### src/gga_pkg.sv
package gga_pkg;

  // Parse phases: seven header characters, then the record fields
  typedef enum logic [3:0] {
    PH_HDR0    = 4'd0,
    PH_HDR1    = 4'd1,
    PH_HDR2    = 4'd2,
    PH_HDR3    = 4'd3,
    PH_HDR4    = 4'd4,
    PH_HDR5    = 4'd5,
    PH_HDR6    = 4'd6,
    PH_TIME    = 4'd7,
    PH_LAT     = 4'd8,
    PH_LAT_DIR = 4'd9,
    PH_LON     = 4'd10,
    PH_LON_DIR = 4'd11,
    PH_POS     = 4'd12,
    PH_SATS    = 4'd13
  } phase_t;

  localparam logic [7:0] COMMA = 8'h2C;

  // "$GPGGA,"
  localparam logic [6:0][7:0] HEADER = {8'h2C, 8'h41, 8'h47, 8'h47, 8'h50, 8'h47, 8'h24};

  // Text slots in the capture store
  localparam logic [1:0] SLOT_TIME = 2'd0;
  localparam logic [1:0] SLOT_LAT  = 2'd1;
  localparam logic [1:0] SLOT_LON  = 2'd2;
  localparam logic [1:0] SLOT_SATS = 2'd3;

  // Result field identifiers
  localparam logic [2:0] FID_TIME    = 3'd0;
  localparam logic [2:0] FID_LAT     = 3'd1;
  localparam logic [2:0] FID_LAT_DIR = 3'd2;
  localparam logic [2:0] FID_LON     = 3'd3;
  localparam logic [2:0] FID_LON_DIR = 3'd4;
  localparam logic [2:0] FID_SATS    = 3'd5;

  localparam logic [2:0] NUM_RESULTS = 3'd6;

  // Captured record as seen by the result sequencer
  typedef struct packed {
    logic [3:0][15:0][7:0] text;
    logic [3:0][4:0]       lengths;
    logic [3:0]            overflow;
    logic [1:0][7:0]       dirs;
  } rec_t;

endpackage

### src/gga_byte_if.sv
interface gga_byte_if;
  logic       valid;
  logic       ready;
  logic [7:0] rx_byte;

  modport source (output valid, output rx_byte, input ready);
  modport sink   (input valid, input rx_byte, output ready);
endinterface

### src/gga_field_if.sv
interface gga_field_if;
  logic        valid;
  logic        ready;
  logic [2:0]  field_id;
  logic [4:0]  text_length;
  logic [63:0] text_low;
  logic [63:0] text_high;
  logic        truncated;
  logic        last;

  modport source (output valid, output field_id, output text_length, output text_low,
                  output text_high, output truncated, output last, input ready);
  modport sink   (input valid, input field_id, input text_length, input text_low,
                  input text_high, input truncated, input last, output ready);
endinterface

### src/gga_capture.sv
module gga_capture #(
  parameter int FIELD_CHARS = 16
) (
  input  logic          clk,
  input  logic          rst,
  input  logic          take,
  input  logic [7:0]    rx_byte,
  output logic          done,
  output gga_pkg::rec_t rec
);

  gga_pkg::phase_t phase, phase_next;
  logic [4:0]      char_index;
  logic [3:0][15:0][7:0] text;
  logic [3:0][4:0] lengths;
  logic [3:0]      overflow;
  logic [1:0][7:0] dirs;

  logic       is_comma;
  logic       hdr_match;
  logic       hdr_done;
  logic       text_phase;
  logic [1:0] slot;
  logic       room;
  logic       store_en;
  logic       ovf_set;
  logic       len_wr;
  logic [1:0] dir_wr;
  logic       rec_done;

  assign is_comma = (rx_byte == gga_pkg::COMMA);
  assign room     = (char_index < 5'(FIELD_CHARS));

  // Header character expected in the current phase
  always_comb begin
    case (phase)
      gga_pkg::PH_HDR0, gga_pkg::PH_HDR1, gga_pkg::PH_HDR2, gga_pkg::PH_HDR3,
      gga_pkg::PH_HDR4, gga_pkg::PH_HDR5, gga_pkg::PH_HDR6:
        hdr_match = (rx_byte == gga_pkg::HEADER[phase[2:0]]);
      default: hdr_match = (rx_byte == gga_pkg::HEADER[0]);
    endcase
  end

  // Next phase
  always_comb begin
    phase_next = phase;
    if (take) begin
      case (phase)
        gga_pkg::PH_HDR0, gga_pkg::PH_HDR1, gga_pkg::PH_HDR2, gga_pkg::PH_HDR3,
        gga_pkg::PH_HDR4, gga_pkg::PH_HDR5, gga_pkg::PH_HDR6:
          phase_next = hdr_match ? gga_pkg::phase_t'(phase + 4'd1) : gga_pkg::PH_HDR0;
        gga_pkg::PH_TIME, gga_pkg::PH_LAT, gga_pkg::PH_LAT_DIR, gga_pkg::PH_LON,
        gga_pkg::PH_LON_DIR, gga_pkg::PH_POS:
          if (is_comma) phase_next = gga_pkg::phase_t'(phase + 4'd1);
        gga_pkg::PH_SATS:
          if (is_comma) phase_next = gga_pkg::PH_HDR0;
        default:
          phase_next = hdr_match ? gga_pkg::PH_HDR1 : gga_pkg::PH_HDR0;
      endcase
    end
  end

  // Write strobes for the capture store
  always_comb begin
    hdr_done   = 1'b0;
    text_phase = 1'b0;
    slot       = gga_pkg::SLOT_TIME;
    dir_wr     = 2'b00;
    rec_done   = 1'b0;
    case (phase)
      gga_pkg::PH_HDR6:    hdr_done = take && hdr_match;
      gga_pkg::PH_TIME:    text_phase = 1'b1;
      gga_pkg::PH_LAT: begin
        text_phase = 1'b1;
        slot       = gga_pkg::SLOT_LAT;
      end
      gga_pkg::PH_LAT_DIR: dir_wr[0] = take && !is_comma;
      gga_pkg::PH_LON: begin
        text_phase = 1'b1;
        slot       = gga_pkg::SLOT_LON;
      end
      gga_pkg::PH_LON_DIR: dir_wr[1] = take && !is_comma;
      gga_pkg::PH_SATS: begin
        text_phase = 1'b1;
        slot       = gga_pkg::SLOT_SATS;
        rec_done   = take && is_comma;
      end
      default: ;
    endcase
    store_en = take && text_phase && !is_comma && room;
    ovf_set  = take && text_phase && !is_comma && !room;
    len_wr   = take && text_phase && is_comma;
  end

  // Control state
  always_ff @(posedge clk) begin
    if (rst) begin
      phase      <= gga_pkg::PH_HDR0;
      char_index <= '0;
      lengths    <= '0;
      overflow   <= '0;
      dirs       <= '0;
      done       <= 1'b0;
    end else begin
      phase <= phase_next;
      done  <= rec_done;
      if (hdr_done || len_wr) char_index <= '0;
      else if (store_en)      char_index <= char_index + 5'd1;
      if (len_wr) lengths[slot] <= char_index;
      if (hdr_done) begin
        overflow <= '0;
        dirs     <= '0;
      end else begin
        if (ovf_set)   overflow[slot] <= 1'b1;
        if (dir_wr[0]) dirs[0] <= rx_byte;
        if (dir_wr[1]) dirs[1] <= rx_byte;
      end
    end
  end

  // Text store: bytes past the field length are masked on the way out
  always_ff @(posedge clk) begin
    if (store_en) text[slot][char_index[3:0]] <= rx_byte;
  end

  assign rec.text     = text;
  assign rec.lengths  = lengths;
  assign rec.overflow = overflow;
  assign rec.dirs     = dirs;

endmodule

### src/gga_emit.sv
module gga_emit (
  input  logic          clk,
  input  logic          rst,
  input  logic          done,
  input  gga_pkg::rec_t rec,
  output logic          busy,
  gga_field_if.source   fld
);

  logic [2:0]  idx;
  logic [2:0]  sel;
  logic        valid;
  logic [2:0]  out_id;
  logic [4:0]  out_len;
  logic [63:0] out_low;
  logic [63:0] out_high;
  logic        out_trunc;
  logic        out_last;

  logic [2:0]   res_id;
  logic [4:0]   res_len;
  logic [127:0] res_text;
  logic         res_trunc;

  // Zero every byte at or beyond the captured length
  function automatic logic [127:0] mask_text(input logic [15:0][7:0] t, input logic [4:0] len);
    logic [127:0] r;
    r = '0;
    for (int i = 0; i < 16; i++) begin
      if (5'(i) < len) r[8*i +: 8] = t[i];
    end
    return r;
  endfunction

  assign sel = done ? 3'd0 : idx;

  // Select result for the current position of the record
  always_comb begin
    res_id    = sel;
    res_len   = '0;
    res_text  = '0;
    res_trunc = 1'b0;
    case (sel)
      gga_pkg::FID_TIME: begin
        res_len   = rec.lengths[gga_pkg::SLOT_TIME];
        res_text  = mask_text(rec.text[gga_pkg::SLOT_TIME], res_len);
        res_trunc = rec.overflow[gga_pkg::SLOT_TIME];
      end
      gga_pkg::FID_LAT: begin
        res_len   = rec.lengths[gga_pkg::SLOT_LAT];
        res_text  = mask_text(rec.text[gga_pkg::SLOT_LAT], res_len);
        res_trunc = rec.overflow[gga_pkg::SLOT_LAT];
      end
      gga_pkg::FID_LAT_DIR: begin
        res_len  = {4'd0, rec.dirs[0] != 8'd0};
        res_text = {120'd0, rec.dirs[0]};
      end
      gga_pkg::FID_LON: begin
        res_len   = rec.lengths[gga_pkg::SLOT_LON];
        res_text  = mask_text(rec.text[gga_pkg::SLOT_LON], res_len);
        res_trunc = rec.overflow[gga_pkg::SLOT_LON];
      end
      gga_pkg::FID_LON_DIR: begin
        res_len  = {4'd0, rec.dirs[1] != 8'd0};
        res_text = {120'd0, rec.dirs[1]};
      end
      gga_pkg::FID_SATS: begin
        res_len   = rec.lengths[gga_pkg::SLOT_SATS];
        res_text  = mask_text(rec.text[gga_pkg::SLOT_SATS], res_len);
        res_trunc = rec.overflow[gga_pkg::SLOT_SATS];
      end
      default: ;
    endcase
  end

  // Sequence control: load first result on record end, advance on each transfer
  always_ff @(posedge clk) begin
    if (rst) begin
      valid <= 1'b0;
      idx   <= '0;
    end else if (done) begin
      valid <= 1'b1;
      idx   <= 3'd1;
    end else if (valid && fld.ready) begin
      if (idx == gga_pkg::NUM_RESULTS) valid <= 1'b0;
      else                             idx   <= idx + 3'd1;
    end
  end

  // Result register
  always_ff @(posedge clk) begin
    if (done || (valid && fld.ready && idx != gga_pkg::NUM_RESULTS)) begin
      out_id    <= res_id;
      out_len   <= res_len;
      out_low   <= res_text[63:0];
      out_high  <= res_text[127:64];
      out_trunc <= res_trunc;
      out_last  <= (res_id == gga_pkg::FID_SATS);
    end
  end

  assign busy            = done || valid;
  assign fld.valid       = valid;
  assign fld.field_id    = out_id;
  assign fld.text_length = out_len;
  assign fld.text_low    = out_low;
  assign fld.text_high   = out_high;
  assign fld.truncated   = out_trunc;
  assign fld.last        = out_last;

endmodule

### src/nmea_gga_field_extractor_top.sv
// GGA sentence field extractor.
// rx carries one stream byte per transfer. The block looks for "$GPGGA," and
// then captures time, latitude, latitude direction, longitude, longitude
// direction and satellite count; the position-type field is skipped.
// fld carries six results per record, in that order, the last one marked;
// each holds up to 16 characters packed low byte first, with a length and a
// truncation flag for text fields longer than FIELD_CHARS.
// Throughput: one byte per cycle while no results are pending.
// The first result goes valid once the comma that closes the satellite field
// has been transferred and done has been registered; the rest follow one
// per cycle while fld.ready is high.
// rx.ready is low from the cycle after that comma until the sixth result is
// transferred, since the results are read from the capture store. A stalled
// receiver simply holds the current result and the input.
// Reset (rst, synchronous) returns the parser to header search and drops
// any pending results.
module nmea_gga_field_extractor_top #(
  parameter int FIELD_CHARS = 16
) (
  input  logic        clk,
  input  logic        rst,
  gga_byte_if.sink    rx,
  gga_field_if.source fld
);

  logic          take;
  logic          done;
  logic          busy;
  gga_pkg::rec_t rec;

  // Hold off input while a record is being delivered
  assign rx.ready = !busy;
  assign take     = rx.valid && !busy;

  gga_capture #(
    .FIELD_CHARS (FIELD_CHARS)
  ) u_capture (
    .clk     (clk),
    .rst     (rst),
    .take    (take),
    .rx_byte (rx.rx_byte),
    .done    (done),
    .rec     (rec)
  );

  gga_emit u_emit (
    .clk  (clk),
    .rst  (rst),
    .done (done),
    .rec  (rec),
    .busy (busy),
    .fld  (fld)
  );

endmodule
### src/flat_wrapper.sv
// flat-port wrapper written by rule: the top's interface ports become plain ports
module nmea_gga_field_extractor_top_flat 
#(
  parameter int FIELD_CHARS = 16
)
  (clk, rst, rx_valid, rx_rx_byte, rx_ready, fld_valid, fld_field_id, fld_text_length, fld_text_low, fld_text_high, fld_truncated, fld_last, fld_ready);
  gga_byte_if rx_i ();
  gga_field_if fld_i ();
  input  logic clk;
  input  logic rst;
  input wire logic [$bits(rx_i.valid)-1:0] rx_valid;
  input wire logic [$bits(rx_i.rx_byte)-1:0] rx_rx_byte;
  output wire logic [$bits(rx_i.ready)-1:0] rx_ready;
  output wire logic [$bits(fld_i.valid)-1:0] fld_valid;
  output wire logic [$bits(fld_i.field_id)-1:0] fld_field_id;
  output wire logic [$bits(fld_i.text_length)-1:0] fld_text_length;
  output wire logic [$bits(fld_i.text_low)-1:0] fld_text_low;
  output wire logic [$bits(fld_i.text_high)-1:0] fld_text_high;
  output wire logic [$bits(fld_i.truncated)-1:0] fld_truncated;
  output wire logic [$bits(fld_i.last)-1:0] fld_last;
  input wire logic [$bits(fld_i.ready)-1:0] fld_ready;
  assign rx_i.valid = rx_valid;
  assign rx_i.rx_byte = rx_rx_byte;
  assign rx_ready = rx_i.ready;
  assign fld_valid = fld_i.valid;
  assign fld_field_id = fld_i.field_id;
  assign fld_text_length = fld_i.text_length;
  assign fld_text_low = fld_i.text_low;
  assign fld_text_high = fld_i.text_high;
  assign fld_truncated = fld_i.truncated;
  assign fld_last = fld_i.last;
  assign fld_i.ready = fld_ready;
  nmea_gga_field_extractor_top #(.FIELD_CHARS(FIELD_CHARS)) u_core (.clk(clk), .rst(rst), .rx(rx_i), .fld(fld_i));
endmodule
### config.mk
export PLATFORM = sky130hd
export DESIGN_NAME = nmea_gga_field_extractor_top_flat
export DESIGN_NICKNAME = d
export VERILOG_FILES = /design/src/gga_pkg.sv /design/src/gga_byte_if.sv /design/src/gga_field_if.sv /design/src/gga_capture.sv /design/src/gga_emit.sv /design/src/nmea_gga_field_extractor_top.sv /design/src/flat_wrapper.sv
export SDC_FILE = /design/constraint.sdc
export NUM_CORES = 1
export LEC_CHECK = 0
export BUFFER_PORTS_ARGS = -buffer_cell sky130_fd_sc_hd__buf_4
export CAP_MARGIN = 25
export CORE_ASPECT_RATIO = 0.6
export CORE_MARGIN = 5
export CORE_UTILIZATION = 50
export CTS_CLUSTER_SIZE = 25
export DETAILED_ROUTE_END_ITERATION = 10
export PLACE_DENSITY_LB_ADDON = 0.05
export SLEW_MARGIN = 30
export SYNTH_ARGS = -nofsm -noshare
export SYNTH_HDL_FRONTEND = slang
export SYNTH_SLANG_ARGS = --single-unit
### constraint.sdc
create_clock -name clk -period 5.61 [get_ports clk]
set_input_delay 1.122 -clock clk [delete_from_list [all_inputs] [get_ports clk]]
set_output_delay 1.122 -clock clk [all_outputs]
set_load 0.005 [all_outputs]
# Yosys cells after proc, flatten, opt, wreduce, memory -nomap -nowiden
# Memory sizes are Yosys's and may differ from the RTL's. A register that Yosys moved wholly into a read port is not among the register bits.
# Cells that the tools add are included.
[classes]
bitwise = 3
eq_ne = 26
n_mux = 98
n_addsub = 3
n_reduce_logical = 36
n_lt_le_gt_ge = 70
[op_table]
columns = ["op", "n"]
rows = [
  ["$pmux 128 s6", 1],
  ["$mux 8", 66],
  ["$bwmux 512", 1],
  ["$demux 128 s2", 1],
  ["$lt 4x5->1 const A", 32],
  ["$mux 128", 1],
  ["$lt 3x5->1 const A", 16],
  ["$lt 1x5->1 const A", 8],
  ["$lt 2x5->1 const A", 8],
  ["$demux 8 s4", 1],
  ["$pmux 5 s6", 1],
  ["$eq 4x4->1 const B", 6],
  ["$bwmux 20", 1],
  ["$eq 4x3->1 const B", 4],
  ["$eq 8x6->1 const B", 2],
  ["$reduce_bool 8->1", 2],
  ["$logic_and 1x1->1", 13],
  ["$mux 1", 13],
  ["$mux 4", 3],
  ["$pmux 4 s3", 1],
  ["$demux 5 s2", 1],
  ["$eq 3x3->1 const B", 3],
  ["$mux 3", 3],
  ["$eq 4x2->1 const B", 2],
  ["33 further kinds", 46],
]
[totals]
register_bits = 704
in_bits = 12
out_inout_bits = 140
romBits = 64
wordCells = 320
memories = 1
[memory_table]
columns = ["name", "depth", "width", "read_ports", "rd_ports_with_merged_regs", "write_ports", "line", "text"]
rows = [
  ["(name not given)", 8, 8, 1, 1, 0, "gga_capture.sv:39", "hdr_match = (rx_byte == gga_pkg::HEADER[phase[2:0]]);"],
]

# Logic depth before layout (Yosys ltp)
[depth]
word_depth = 8
ltp_mapped = 11
depth_no_buf = 9

# Cells and area by module
# Synthesis repeated with hierarchy kept, for this count alone.
[unflattened]
cells_unflattened = 1529
hier_area_um2 = 26543.0
[modules_own_cells]
columns = ["mod", "cells_each", "seq_area_each_um2", "area_per_inst_um2", "n_inst"]
rows = [
  ["gga_capture", 909, 16515.8, 18445.2, 1],
  ["gga_emit", 618, 4224.1, 8087.8, 1],
  ["nmea_gga_field_extractor_top", 2, 0.0, 10.0, 1],
]

# Worst setup path before layout
# OpenSTA, ideal clock, no wires.
[synth_timing]
kind = "input -> register"
from = "input fld_ready"
to = "register u_core.u_emit.out_id[0], in the netlist u_core.u_emit.fld.field_id[0] (enable)"
slack_ns = 1.980
setup_time_ns = 0.439
t_required_ns = 5.171
t_arrival_ns = 3.191
n_path_buf = 0
stages = 3
cell_sequence = "nand2_1 a21oi_1 or2_2"
[synth_between]
elab_chain_len = 3
[synth_rtl]
columns = ["element", "line", "text"]
rows = [
  ["start: declaration", "flat_wrapper.sv:21", "input wire logic [$bits(fld_i.ready)-1:0] fld_ready;"],
  ["$logic_and 1x1->1 (2 in series)", "gga_emit.sv:92", "if (done || (valid && fld.ready && idx != gga_pkg::NUM_RESULTS)) begin"],
  ["$logic_or 1x1->1", "gga_emit.sv:92", ""],
  ["end signal: assignment", "gga_emit.sv:93", "out_id <= res_id;"],
  ["end: declaration", "gga_emit.sv:13", "logic [2:0] out_id;"],
]
# Every way passes these cells.
# A chain may end at the register's enable or synchronous reset.

# Worst setup path in the final report
[layout_timing]
from = "register u_core.u_capture.done"
to = "register u_core.u_emit.out_high[49], in the netlist u_core.u_emit.fld.text_high[49], data pin"
[layout_between]
elab_chain_len = 3
word_cells_on_any_way = 8
cone_classes = "eq/ne: 5; mux: 2; reduce/logical: 1"
[layout_rtl]
columns = ["element", "line", "text"]
rows = [
  ["start: declaration", "gga_capture.sv:8", "output logic done,"],
  ["start signal: assignment", "gga_capture.sv:106", "done <= rec_done;"],
  ["$mux 3 (*)", "gga_emit.sv:35", "assign sel = done ? 3'd0 : idx;"],
  ["net u_core.u_emit.res_id[0]", "gga_emit.sv:20", "logic [2:0] res_id;"],
  ["$eq 3x3->1 (tied with other cells)", "gga_emit.sv:43", "case (sel)"],
  ["$pmux 128 s6 (*)", "gga_emit.sv:43", ""],
  ["end signal: assignment", "gga_emit.sv:96", "out_high <= res_text[127:64];"],
  ["end: declaration", "gga_emit.sv:16", "logic [63:0] out_high;"],
]
# Mark *: on every way through the listed nets, which the timed path passes. The rest lies on a longest branch.

==> impl_results.md <==
* Final setup viols at 0
* Placer congestion estimate at between 0.8 and 0.9
* Number of global-route vias before repair at between 15000 and 20000
* Starting Density at 0.502
* Worst r2r path cells at 7
* Unrepaired setup endpoints after global routing: no
* Die ar. at roughly 57000 sq um
* Syn nets at roughly 1600
* Global-route wire length before repair at around 100 mm
* DRT iter0 DRCs at ~2200
* Primary FF master, synth: edfxtp_1
* Ys async rst share at 0
* DRC viols at 0
* Final Skew at approximately 0.019 ns
* GR Util All Layers at 0.231
* Pwr per Cell Area at 330 nW/um^2
* Dpl hpwl at between 40 and 50 mm
* First-pass DRT Iterations at 9
* Post-CTS setup buffer count at 0
* Hold path startpoint: u_core.u_capture.rec[10]$_SDFFE_PP0P_
* Fin. max-slew vios at 0
* Synth-to-layout area growth at 15.3%
* IO Port Bufs at 151
* Outcome: complete, no violations
* Worst hold path class: reg2reg
* Synth warn at 0
* Die Y at 187 microns
* Maximum vdd drop at 236 uV
* Worst-skew pair later-pin latency at around 0.61 ns
* Boundary Pins at 152
* Routed WL at between 60 and 70 mm
* CTS Root Cell: clkbuf_16
* Die width at about 300 microns
* CTS tree: done
* F_max at around 0.27 GHz
* P_leak at around 10 nW
* Crit path max fanout at 13
* Largest net degree at the start of global routing at 87
* Hold Vio Cnt, Final at 0
* Final instance area at 30200 sq um
* Hold EP: u_core.u_capture.rec[10]$_SDFFE_PP0P_
* Area post-placement at 28300 sq um
* PostCTS Resize Cnt at 0
* Synth unique cells at 74
* Post-Synthesis Cell Area at approximately 26000 sq um
* Final Critical Period at around 3.7 ns
* WP data arrival at slightly above 4 ns
* Filler cell count at ~4100
* Crit Reg-Reg Endpoint: u_core.u_emit.fld.text_high[49]$_SDFFCE_PN0P_
* Setup crit end kind: flip-flop
* Required @ worst endpoint at 6.06 ns
* Layout Nets at 1807
* Grt ovf at 0
* Share of cells above drive strength 1 at 0.159
* R2R Setup Slk at roughly 2 ns
* Worst r2r src: u_core.u_capture.done$_SDFF_PP0_
* Row count at 65
* Worst setup SP type: flip-flop
* Worst-Margin Slew at 1.06 ns
* Vias at 15331
* Clock edge transition at the registers on the reported setup and hold paths at approximately 0.07 ns
* Syn Inst Count at roughly 1600
* Fin crit share at 0.651
* Finished Core Util at 0.578
* Slew headroom at 0.294
* CTS sink cnt at between 700 and 800
* Post-synth EDFFs at 650
* TritonCTS Buffers at 61
* Hold Crit Depth at 2
* CORE AREA at between 50000 and 60000 sq um
* Max clock buf depth at 3
* Hold_buf cts at 0
* Max Cap Viol at 0
* Initial antenna violation count at 1
* Syn Area/Cell at roughly 16 sq um
* Detailed-route vias per instance at 6.05
* Ant diodes at 0
* H-tree depth at 2
* #FFs+latches synth at a little over 700
* Crit path kind: reg2reg
* Setup tns final at 0 ns
* Register area share after synthesis at 0.792
* Post-route ant nets at 0
* DR WL/cell at roughly 26 microns
[layer usage]
| metal | global-route usage | routed length, microns | part of all wire | vias to the layer above |
|---|---|---|---|---|
| met3 | 0.0636 | 6680 | 0.10 | 93 |
| met2 | 0.336 | 28600 | 0.43 | 716 |
| met4 | 0.0452 | 1210 | 0.018 | 0 |
| met1 | 0.354 | 30500 | 0.46 | 7761 |
| li1 | - | - | - | 6761 |
| met5 | 0.00166 | 0 | 0 | - |
[logic make-up after synthesis]
logic type / synth area share
AOI/OAI and AO/OA: 0.109
xor gates and xnor gates: 0.00301
DFF: 0.792
muxes: 0.00803
and+or+nand+nor: 0.0714
adders and majority gates: 0.00478
buffers and inverters: 0.0113
[layout make-up]
cell class                 count  area (sq um)  share of cell area
inverter                      20          75.1             0.00249
clock buffer                  82          1640              0.0542
clock inverter                29           274             0.00907
tap                          703           880              0.0291
sequential                   711         20700               0.687
multi-input combinational    804          5180               0.171
timing repair buffer         187          1420              0.0469
[flip-flops by register name, summed over array words and instances, names as in the netlist, named ones only]
register / cells
u_core.u_capture.overflow: 4
u_core.u_capture.done: 1
u_core.u_emit.fld.text_length: 5
u_core.u_emit.fld.text_high: 64
u_core.u_capture.char_index: 5
u_core.u_emit.fld.valid: 1
u_core.u_capture.phase: 4
u_core.u_capture.rec: 548
u_core.u_emit.fld.field_id: 3
u_core.u_emit.fld.text_low: 64
u_core.u_emit.fld.last: 1
u_core.u_emit.idx: 3
u_core.u_emit.fld.truncated: 1
[synth_stat cells (all sizes together) (19+ instances only)]
cell,number,share of area
inv,19,0.0027
dfxtp,61,0.047
nor2,137,0.020
a221o,64,0.024
a21oi,67,0.013
mux2i,21,0.0080
clkbuf,40,0.0057
a222oi,61,0.023
a22oi,25,0.0072
edfxtp,650,0.75
nand3,26,0.0050
a22o,72,0.024
nand2,177,0.025
[layout by cell type, fill, tap and decap left out, types with 6 or more instances in the layout]
cell type  instances
nand3_1           26
nor3_1            12
clkinv_1          15
nor2_1           132
edfxtp_1         650
nand2b_1           6
a221o_1           64
clkinv_2           6
a21oi_1           62
buf_4            186
xor2_1             6
inv_1             19
dfxtp_1           61
o21ai_0           11
a22oi_1           25
nor2b_1           13
clkbuf_1          19
ha_1              10
mux2i_1           21
nand4_1            6
clkbuf_16         62
a22o_1            72
nand2_1          177
a222oi_1          61
[report_power, final]
part	switching, W	internal (W)	leakage [nW]	total [W]
Sequential	0.0000000652	0.00575	6.60	0.00576
Combinational	0.000101	0.0000152	2.76	0.000116
Clock	0.00183	0.00227	0.925	0.00410
[per-stage QoR]
step	cells	hold WS (ns)	worst slack, ns	total power, W
final	2536	0.477	1.96	0.00997
after CTS	2536	0.475	2.12	0.0100
after detailed placement	2425	0.466	1.62	0.00599
after global routing	2536	0.506	1.77	0.0103
after floorplan	1588	0.436	1.98	0.00589
after global placement	2425	0.466	1.71	0.00599
[worst max path at each step]
stage                                           from                                             to  slack, ns  cells after the start
floorplan                                  fld_ready        u_core.u_emit.fld.field_id[0]$_DFFE_PP_       1.98                      3
global placement                       rx_rx_byte[2]            u_core.u_capture.rec[449]$_DFFE_PP_       1.71                      9
detailed placement                     rx_rx_byte[2]            u_core.u_capture.rec[450]$_DFFE_PP_       1.62                      9
CTS                 u_core.u_capture.done$_SDFF_PP0_  u_core.u_emit.fld.text_high[55]$_SDFFCE_PN0P_       2.12                      7
global route        u_core.u_capture.done$_SDFF_PP0_  u_core.u_emit.fld.text_high[54]$_SDFFCE_PN0P_       1.77                      7
finish              u_core.u_capture.done$_SDFF_PP0_  u_core.u_emit.fld.text_high[49]$_SDFFCE_PN0P_       1.96                      7
[critical path, cell delays in order, from the launching register on]
cell and delay [ns]:
dfxtp_1 0.44, nand2b_1 0.42, inv_1 0.26, nand3b_1 0.48, a21oi_1 0.95, o21a_1 0.50
a222oi_1 0.27, nand2_1 0.16
Note: power is estimated with default switching activity, not from simulation.
